File: src/rtl/crf_pkg.sv
// Shared types and constants of the coverage run framer.
package crf_pkg;

   localparam int CRF_QUEUE_DEPTH = 4;

   localparam int CHROM_W = 16;
   localparam int POS_W   = 31;
   localparam int DEPTH_W = 31;
   localparam int GAP_W   = 6;
   localparam int LIMIT_W = 6;

   localparam logic [POS_W-1:0]   RANGE_BEGIN_RESET = '0;
   localparam logic [POS_W-1:0]   RANGE_END_RESET   = 31'h7FFF_FFFF;
   localparam logic [LIMIT_W-1:0] ZERO_LIMIT_RESET  = 6'd10;
   localparam logic [LIMIT_W-1:0] LIMIT_MAX         = 6'd62;
   localparam logic [GAP_W-1:0]   GAP_SAT           = 6'd63;

   typedef enum logic [1:0] {
      CSR_RANGE_BEGIN = 2'd0,
      CSR_RANGE_END   = 2'd1,
      CSR_ZERO_LIMIT  = 2'd2
   } csr_index_type;

   typedef enum logic [1:0] {
      KIND_HEADER = 2'd0,
      KIND_ZERO   = 2'd1,
      KIND_DEPTH  = 2'd2
   } kind_type;

   // One classified record, handed from front to back.
   typedef struct packed {
      logic               header;
      logic [CHROM_W-1:0] chrom;
      logic [POS_W-1:0]   start;
      logic [GAP_W-1:0]   zeros;
      logic [DEPTH_W-1:0] depth;
   } cmd_type;

endpackage

File: src/rtl/crf_front.sv
// Front part: window filter, gap tracking, block classification, config registers.
module crf_front
   import crf_pkg::*;
(
   input  logic         clock,
   input  logic         reset,
   input  logic         csr_we,
   input  logic [1:0]   csr_index,
   input  logic [30:0]  csr_wdata,
   input  logic         req_tvalid,
   output logic         req_tready,
   input  logic [79:0]  req_tdata,
   output logic         push_valid,
   input  logic         push_ready,
   output cmd_type      push_data
);

   logic [POS_W-1:0]   range_begin_ff, range_begin_in;
   logic [POS_W-1:0]   range_end_ff, range_end_in;
   logic [LIMIT_W-1:0] zero_limit_ff, zero_limit_in;

   logic               seen_ff, seen_in;
   logic [CHROM_W-1:0] last_chrom_ff, last_chrom_in;
   logic [31:0]        last_nz_ff, last_nz_in;
   logic [GAP_W-1:0]   gap_ff, gap_in;

   logic [CHROM_W-1:0] chrom;
   logic [POS_W-1:0]   pos;
   logic [DEPTH_W-1:0] depth;
   logic               in_window;
   logic               nonzero;
   logic               accept;
   logic [31:0]        next_pos;
   logic [32:0]        expect_pos;
   logic [LIMIT_W-1:0] limit;
   logic               new_block;

   assign chrom   = req_tdata[15:0];
   assign pos     = req_tdata[46:16];
   assign depth   = req_tdata[77:47];

   assign in_window = (pos >= range_begin_ff) && (pos < range_end_ff);
   assign nonzero   = (depth != '0);
   assign accept    = req_tvalid && req_tready;

   // All ones stands for minus one, so the increment wraps to position zero.
   assign next_pos   = last_nz_ff + 32'd1;
   assign expect_pos = {1'b0, next_pos} + {27'd0, gap_ff};
   assign limit      = (zero_limit_ff > LIMIT_MAX) ? LIMIT_MAX : zero_limit_ff;

   assign new_block = !seen_ff || (last_chrom_ff != chrom) ||
                      (expect_pos != {2'b00, pos}) || (gap_ff > limit);

   assign req_tready = push_ready;
   assign push_valid = req_tvalid && in_window && nonzero;

   always_comb begin
      push_data.header = new_block;
      push_data.chrom  = chrom;
      push_data.start  = pos + 31'd1;
      push_data.zeros  = new_block ? '0 : gap_ff;
      push_data.depth  = depth;
   end

   always_comb begin
      range_begin_in = range_begin_ff;
      range_end_in   = range_end_ff;
      zero_limit_in  = zero_limit_ff;
      if (csr_we) begin
         unique case (csr_index_type'(csr_index))
            CSR_RANGE_BEGIN: range_begin_in = csr_wdata;
            CSR_RANGE_END:   range_end_in   = csr_wdata;
            CSR_ZERO_LIMIT:  zero_limit_in  = csr_wdata[LIMIT_W-1:0];
            default: ;
         endcase
      end
   end

   always_comb begin
      seen_in       = seen_ff;
      last_chrom_in = last_chrom_ff;
      last_nz_in    = last_nz_ff;
      gap_in        = gap_ff;
      if (accept && in_window) begin
         seen_in       = 1'b1;
         last_chrom_in = chrom;
         if (nonzero) begin
            last_nz_in = {1'b0, pos};
            gap_in     = '0;
         end else if (gap_ff != GAP_SAT) begin
            gap_in = gap_ff + GAP_W'(1);
         end
      end
   end

   always_ff @(posedge clock) begin
      if (reset) begin
         range_begin_ff <= RANGE_BEGIN_RESET;
         range_end_ff   <= RANGE_END_RESET;
         zero_limit_ff  <= ZERO_LIMIT_RESET;
         seen_ff        <= 1'b0;
         last_chrom_ff  <= '0;
         last_nz_ff     <= '1;
         gap_ff         <= '0;
      end else begin
         range_begin_ff <= range_begin_in;
         range_end_ff   <= range_end_in;
         zero_limit_ff  <= zero_limit_in;
         seen_ff        <= seen_in;
         last_chrom_ff  <= last_chrom_in;
         last_nz_ff     <= last_nz_in;
         gap_ff         <= gap_in;
      end
   end

endmodule

File: src/rtl/crf_queue.sv
// Short command queue between front and back.
module crf_queue
   import crf_pkg::*;
#(
   parameter int DEPTH = CRF_QUEUE_DEPTH
)
(
   input  logic    clock,
   input  logic    reset,
   input  logic    push_valid,
   output logic    push_ready,
   input  cmd_type push_data,
   output logic    pop_valid,
   input  logic    pop_ready,
   output cmd_type pop_data
);

   localparam int AW = (DEPTH > 1) ? $clog2(DEPTH) : 1;
   localparam int CW = $clog2(DEPTH + 1);

   cmd_type         slots_ff [DEPTH];
   logic [AW-1:0]   wr_ptr_ff, wr_ptr_in;
   logic [AW-1:0]   rd_ptr_ff, rd_ptr_in;
   logic [CW-1:0]   count_ff, count_in;
   logic            push;
   logic            pop;

   assign push_ready = (count_ff != CW'(DEPTH));
   assign pop_valid  = (count_ff != '0);
   assign pop_data   = slots_ff[rd_ptr_ff];
   assign push       = push_valid && push_ready;
   assign pop        = pop_valid && pop_ready;

   // Wrap pointers explicitly so any depth works.
   always_comb begin
      wr_ptr_in = wr_ptr_ff;
      rd_ptr_in = rd_ptr_ff;
      count_in  = count_ff;
      if (push) begin
         wr_ptr_in = (wr_ptr_ff == AW'(DEPTH - 1)) ? '0 : wr_ptr_ff + AW'(1);
      end
      if (pop) begin
         rd_ptr_in = (rd_ptr_ff == AW'(DEPTH - 1)) ? '0 : rd_ptr_ff + AW'(1);
      end
      if (push && !pop) begin
         count_in = count_ff + CW'(1);
      end else if (pop && !push) begin
         count_in = count_ff - CW'(1);
      end
   end

   always_ff @(posedge clock) begin
      if (push) begin
         slots_ff[wr_ptr_ff] <= push_data;
      end
   end

   always_ff @(posedge clock) begin
      if (reset) begin
         wr_ptr_ff <= '0;
         rd_ptr_ff <= '0;
         count_ff  <= '0;
      end else begin
         wr_ptr_ff <= wr_ptr_in;
         rd_ptr_ff <= rd_ptr_in;
         count_ff  <= count_in;
      end
   end

endmodule

File: src/rtl/crf_back.sv
// Back part: expands each command into header, zero fill and depth beats.
module crf_back
   import crf_pkg::*;
(
   input  logic         clock,
   input  logic         reset,
   input  logic         pop_valid,
   output logic         pop_ready,
   input  cmd_type      pop_data,
   output logic         rsp_tvalid,
   input  logic         rsp_tready,
   output logic [47:0]  rsp_tdata,
   output logic [1:0]   rsp_tuser,
   output logic         rsp_tlast
);

   logic        active_ff, active_in;
   cmd_type     cmd_ff, cmd_in;
   logic        valid_ff, valid_in;
   logic [47:0] data_ff, data_in;
   kind_type    kind_ff, kind_in;
   logic        last_ff, last_in;

   cmd_type     cur;
   cmd_type     cur_next;
   logic        cur_valid;
   logic        out_free;
   logic        advance;
   logic        finish;
   logic [47:0] beat_data;
   kind_type    beat_kind;

   assign cur       = active_ff ? cmd_ff : pop_data;
   assign cur_valid = active_ff || pop_valid;
   assign out_free  = !valid_ff || rsp_tready;
   assign advance   = cur_valid && out_free;
   assign pop_ready = !active_ff && out_free;

   // Header first, then pending zero fills, then the depth closes the record.
   always_comb begin
      cur_next = cur;
      finish   = 1'b0;
      priority if (cur.header) begin
         beat_kind       = KIND_HEADER;
         beat_data       = {1'b0, cur.start, cur.chrom};
         cur_next.header = 1'b0;
      end else if (cur.zeros != '0) begin
         beat_kind      = KIND_ZERO;
         beat_data      = '0;
         cur_next.zeros = cur.zeros - GAP_W'(1);
      end else begin
         beat_kind = KIND_DEPTH;
         beat_data = {1'b0, cur.depth, 16'd0};
         finish    = 1'b1;
      end
   end

   always_comb begin
      active_in = active_ff;
      cmd_in    = cmd_ff;
      valid_in  = valid_ff;
      data_in   = data_ff;
      kind_in   = kind_ff;
      last_in   = last_ff;
      if (advance) begin
         active_in = !finish;
         cmd_in    = cur_next;
         valid_in  = 1'b1;
         data_in   = beat_data;
         kind_in   = beat_kind;
         last_in   = finish;
      end else if (rsp_tready) begin
         valid_in = 1'b0;
      end
   end

   always_ff @(posedge clock) begin
      if (reset) begin
         active_ff <= 1'b0;
         valid_ff  <= 1'b0;
      end else begin
         active_ff <= active_in;
         valid_ff  <= valid_in;
      end
      cmd_ff  <= cmd_in;
      data_ff <= data_in;
      kind_ff <= kind_in;
      last_ff <= last_in;
   end

   assign rsp_tvalid = valid_ff;
   assign rsp_tdata  = data_ff;
   assign rsp_tuser  = kind_ff;
   assign rsp_tlast  = last_ff;

endmodule

File: src/rtl/coverage_run_framer_unit.sv
// From acceptance (empty queue), the first beat of a record is registered in a queue slot and
// then in the back end's output register before it shows on rsp.
// Throughput: req takes one record per cycle while the command queue has room; out-of-window
// and zero-depth records need no back-end time. A record with n result beats (1 to 63) holds
// the back end until all are sent, one beat per cycle unless rsp stalls, so the expansion unit
// sets the sustained rate. Reset (synchronous, active high): config returns to defaults,
// tracking state clears, the queue empties and rsp_tvalid drops.
module coverage_run_framer_unit
   import crf_pkg::*;
#(
   parameter int QUEUE_DEPTH = CRF_QUEUE_DEPTH
)
(
   input  logic         clock,
   input  logic         reset,
   // config write port
   input  logic         csr_we,
   input  logic [1:0]   csr_index,
   input  logic [30:0]  csr_wdata,
   // record input
   input  logic         req_tvalid,
   output logic         req_tready,
   input  logic [79:0]  req_tdata,   // chrom_id[15:0], position[46:16], depth[77:47], zero pad
   // result output
   output logic         rsp_tvalid,
   input  logic         rsp_tready,
   output logic [47:0]  rsp_tdata,   // chrom_out[15:0], value[46:16], zero pad
   output logic [1:0]   rsp_tuser,   // kind[1:0]
   output logic         rsp_tlast
);

   // Commands flow front -> queue -> back; each side stalls on its own.
   logic    push_valid;
   logic    push_ready;
   cmd_type push_data;
   logic    pop_valid;
   logic    pop_ready;
   cmd_type pop_data;

   // Classify each beat: drop out-of-window records, count gaps, decide on a new block.
   crf_front u_front (
      .clock      (clock),
      .reset      (reset),
      .csr_we     (csr_we),
      .csr_index  (csr_index),
      .csr_wdata  (csr_wdata),
      .req_tvalid (req_tvalid),
      .req_tready (req_tready),
      .req_tdata  (req_tdata),
      .push_valid (push_valid),
      .push_ready (push_ready),
      .push_data  (push_data)
   );

   // Hold classified records until the back end is free.
   crf_queue #(
      .DEPTH (QUEUE_DEPTH)
   ) u_queue (
      .clock      (clock),
      .reset      (reset),
      .push_valid (push_valid),
      .push_ready (push_ready),
      .push_data  (push_data),
      .pop_valid  (pop_valid),
      .pop_ready  (pop_ready),
      .pop_data   (pop_data)
   );

   // Expand each record into its result beats behind an output register.
   crf_back u_back (
      .clock      (clock),
      .reset      (reset),
      .pop_valid  (pop_valid),
      .pop_ready  (pop_ready),
      .pop_data   (pop_data),
      .rsp_tvalid (rsp_tvalid),
      .rsp_tready (rsp_tready),
      .rsp_tdata  (rsp_tdata),
      .rsp_tuser  (rsp_tuser),
      .rsp_tlast  (rsp_tlast)
   );

endmodule

File: config.mk
export PLATFORM = sky130hd
export DESIGN_NAME = coverage_run_framer_unit
export DESIGN_NICKNAME = d
export VERILOG_FILES = /design/src/rtl/crf_pkg.sv /design/src/rtl/crf_front.sv /design/src/rtl/crf_queue.sv /design/src/rtl/crf_back.sv /design/src/rtl/coverage_run_framer_unit.sv
export SDC_FILE = /design/constraint.sdc
export NUM_CORES = 1
export LEC_CHECK = 0
export BUFFER_PORTS_ARGS = -buffer_cell sky130_fd_sc_hd__buf_2
export CORE_MARGIN = 1
export CORE_UTILIZATION = 50
export CTS_CLUSTER_DIAMETER = 40
export CTS_CLUSTER_SIZE = 16
export DETAILED_ROUTE_END_ITERATION = 10
export GPL_TIMING_DRIVEN = 0
export PLACE_DENSITY = 0.73
export SLEW_MARGIN = 30
export SYNTH_ARGS = -nofsm -noshare
export SYNTH_HDL_FRONTEND = slang
export SYNTH_SLANG_ARGS = --single-unit
File: constraint.sdc
create_clock -name clock -period 9.74 [get_ports clock]
set_input_delay 0.974 -clock clock [delete_from_list [all_inputs] [get_ports clock]]
set_output_delay 0.974 -clock clock [all_outputs]
set_load 0.01 [all_outputs]
==> impl_metrics.json <==
{
  "status": "complete, no violations",
  "hold_violations": 0,
  "layoutNonFillerInstCount": 2922,
  "drtAntennaViolNets": 0,
  "ff2ff_setup_slack_ns": 4.00,
  "postSynthAreaPerCell_um2": 13.3,
  "ir_drop_mv": 0.160,
  "finClkSkew_ns": 0.0565,
  "power.leakage_nw": 11.2,
  "routed_wl_um": 66500,
  "reg2reg_from": "u_front.last_nz_ff[1]$_SDFFE_PP1P_",
  "worstSetupPathType": "flip-flop to flip-flop",
  "synth.yosys.warnings": 0,
  "setup_tns_ns": 0,
  "io_pins": 171,
  "synth_top_area_cell": "edfxtp_1",
  "nets": 2392,
  "gp_congestion": 0.930,
  "synth_area_leaders": "edfxtp_1, dfxtp_1, mux4_2",
  "avgRoutedWirePerCell_um": 22.8,
  "synth.cell_area_um2": 25800,
  "clock-root-buffer": "clkbuf_16",
  "post-cts-setup-buffers": 0,
  "cts_made_buffers": 74,
  "hold_class": "flip-flop to flip-flop",
  "fin_ws_ns": 4.00,
  "cts_resized": 0,
  "arrival_ns": 6.08,
  "die-area_um2": 52400,
  "synthTopCellsByCount": "edfxtp_1, dfxtp_1, nor2_1",
  "final_core_util_pct": 60.1,
  "rows": 82,
  "portBuffers": 166,
  "cts_tree": "done",
  "slowest_stage": "nor4_2",
  "yosysMostFrequentCell": "edfxtp_1",
  "antenna_found_initial": 2,
  "slowest_delay_ns": 0.78,
  "drt_first_pass_iters": 5,
  "cap_violations": 0,
  "place_ws_ns": 4.24,
  "period_share_pct": 58.9,
  "netlist_instances": 1934,
  "die_x_um": 229,
  "period_minus_slack_ns": 5.74,
  "stdcell_area_um2": 30300,
  "vias_per_cell": 5.89,
  "clk_latency_ns": 0.63,
  "relSlewSlack_pct": 40.7,
  "clockBufferDepth": 3,
  "post-route-drc-count": 0,
  "place_area_um2": 27700,
  "r2r.worst_path.cells": 15,
  "worstMarginPinSlew_ns": 0.883,
  "yosysTopAreaCellShare_pct": 49.8,
  "syn-num-nets": 2137,
  "slew_violations": 0,
  "ys_seq_area_share_pct": 60.2,
  "grt_pass1_wl_um": 102000,
  "r2r-end": "u_queue.slots_ff[1][31]$_DFFE_PP_",
  "synthToLayoutAreaGrowth_pct": 17.7,
  "start_util_pct": 51.0,
  "core_um2": 50500,
  "cts.clk_slew.worst_paths_ns": 0.07,
  "num_vias": 17224,
  "crit_fanout": 8,
  "finalSetupViolations": 0,
  "grt_pass1_vias": 17460,
  "drt-initial-drc-count": 1410,
  "p_per_area_nw_per_um2": 262,
  "min_from": "u_front.range_begin_ff[11]$_SDFFE_PP0P_",
  "ys_types": 84,
  "synthArstFlopShare_pct": 0,
  "cts_hold_buf": 0,
  "htreeDepth": 3,
  "cts.sink_count": 561,
  "overflow": 0,
  "drive_gt1_share_pct": 20.8,
  "grt_max_degree": 39,
  "synth_flop_cell": "edfxtp_1",
  "rsz0062_at_grt": "no",
  "startpoint_type": "flip-flop",
  "path_cells": "clkbuf_1 -> and2_1 -> clkbuf_1 -> nand2_1 -> xnor2_1 -> ha_1 -> o2111ai_1 -> o2bb2ai_1 -> nor4_2 -> nand4_1 -> nor4_1 -> o211ai_1 -> o21ai_1 -> nand4_1 -> nor3_1",
  "cp-end-kind": "flip-flop",
  "synth-edff-count": 427,
  "place_inst": 2784,
  "fillCellCount": 3856,
  "required_ns": 10.08,
  "dpl.hpwl_um": 47000,
  "whs_path_depth": 2,
  "min_to": "u_front.range_begin_ff[11]$_SDFFE_PP0P_",
  "n_antenna_cell": 0,
  "dieHeight_um": 229,
  "fmax_mhz": 174,
  "synth-seq-cells": 561,
  "grt_use_total_pct": 25.6
}
-- flip-flops by register name, summed over array words and instances (netlist names), 16 cells and up, named ones only --
name and flops:
u_queue.slots_ff 340, u_back.cmd_ff 37, u_front.last_chrom_ff 16, u_front.range_end_ff 31, u_back.rsp_tdata 47, u_front.range_begin_ff 31, u_front.last_nz_ff 32
-- area by class of cell --
type	instances	area [µm²]	area share, %
inverter	99	372	1.23
tap	672	841	2.77
multi-input combinational	1162	9480	31.3
buffer	112	439	1.45
clock buffer	81	1890	6.23
sequential	561	15500	51.1
clock inverter	56	668	2.20
timing repair buffer	179	1120	3.69
-- cell families after synthesis --
kind of cell,after synthesis,share of synthesized area (%)
buf+inv,211,3.13
fa+ha+maj,85,4.19
flops,561,60.2
other cells,1,0.0146
simple gates,514,10.3
compound gates,293,7.94
mux,151,10.1
xor+xnor,118,4.06
-- metal layers --
layer / GRT usage (%) / part of all wire (%) / vias up
met5: 0 / 0.021 / -
met4: 10.1 / 3.1 / 2
met3: 4.58 / 6.9 / 120
met2: 42.1 / 48 / 676
met1: 33.7 / 42 / 8553
li1: - / - / 7873
-- where the power goes --
part / total (W) / switching, W / internal (W)
sequential: 0.00315 / 0.000112 / 0.00304
combinational: 0.00206 / 0.00119 / 0.000862
clock: 0.00274 / 0.00117 / 0.00156
-- worst max-delay path: cells and delay by family (launching register included) --
| kind | cells | cell delay (ns) |
|---|---|---|
| compound gates | 4 | 0.73 |
| fa+ha+maj | 1 | 0.36 |
| buf+inv | 2 | 0.69 |
| simple gates | 7 | 3.10 |
| xor+xnor | 1 | 0.21 |
| flops | 1 | 0.35 |
-- how the worst max path moves through the flow --
stage	from	endpoint	slack [ns]	cells after the start
floorplan	rsp_tready	u_back.cmd_ff[0]$_DFFE_PP_	3.88	2
global placement	rsp_tready	u_back.rsp_tdata[28]$_DFFE_PP_	1.77	3
detailed placement	u_front.last_nz_ff[1]$_SDFFE_PP1P_	u_queue.slots_ff[0][31]$_DFFE_PP_	4.24	15
CTS	u_front.last_nz_ff[1]$_SDFFE_PP1P_	u_queue.slots_ff[1][31]$_DFFE_PP_	4.18	15
global route	u_front.last_nz_ff[1]$_SDFFE_PP1P_	u_queue.slots_ff[0][31]$_DFFE_PP_	3.69	15
finish	u_front.last_nz_ff[1]$_SDFFE_PP1P_	u_queue.slots_ff[1][31]$_DFFE_PP_	4.00	15
-- cell usage in the layout, fill, tap and decap left out, drive strengths merged, types with 15 or more instances in the layout --
cell type  instances
a31oi             15
a21oi             86
a211o             30
and3              33
a22o              31
a21o              26
clkbuf           171
xnor2             80
nand4             36
mux2i             35
dfxtp            134
inv              124
mux2              31
ha                83
nor2             120
nor4              27
xor2              37
buf              201
clkinv            20
nand2            118
mux4              85
o21ai             29
nor3              63
nand3             33
edfxtp           427
-- through the flow --
step / hold WS (ns) / power [W]
detailed placement: 0.447 / 0.00523
finish: 0.458 / 0.00794
global placement: 0.440 / 0.00517
CTS: 0.454 / 0.00798
floorplan: 0.432 / 0.00456
global route: 0.472 / 0.00827
(Power assumes the default switching activity.)
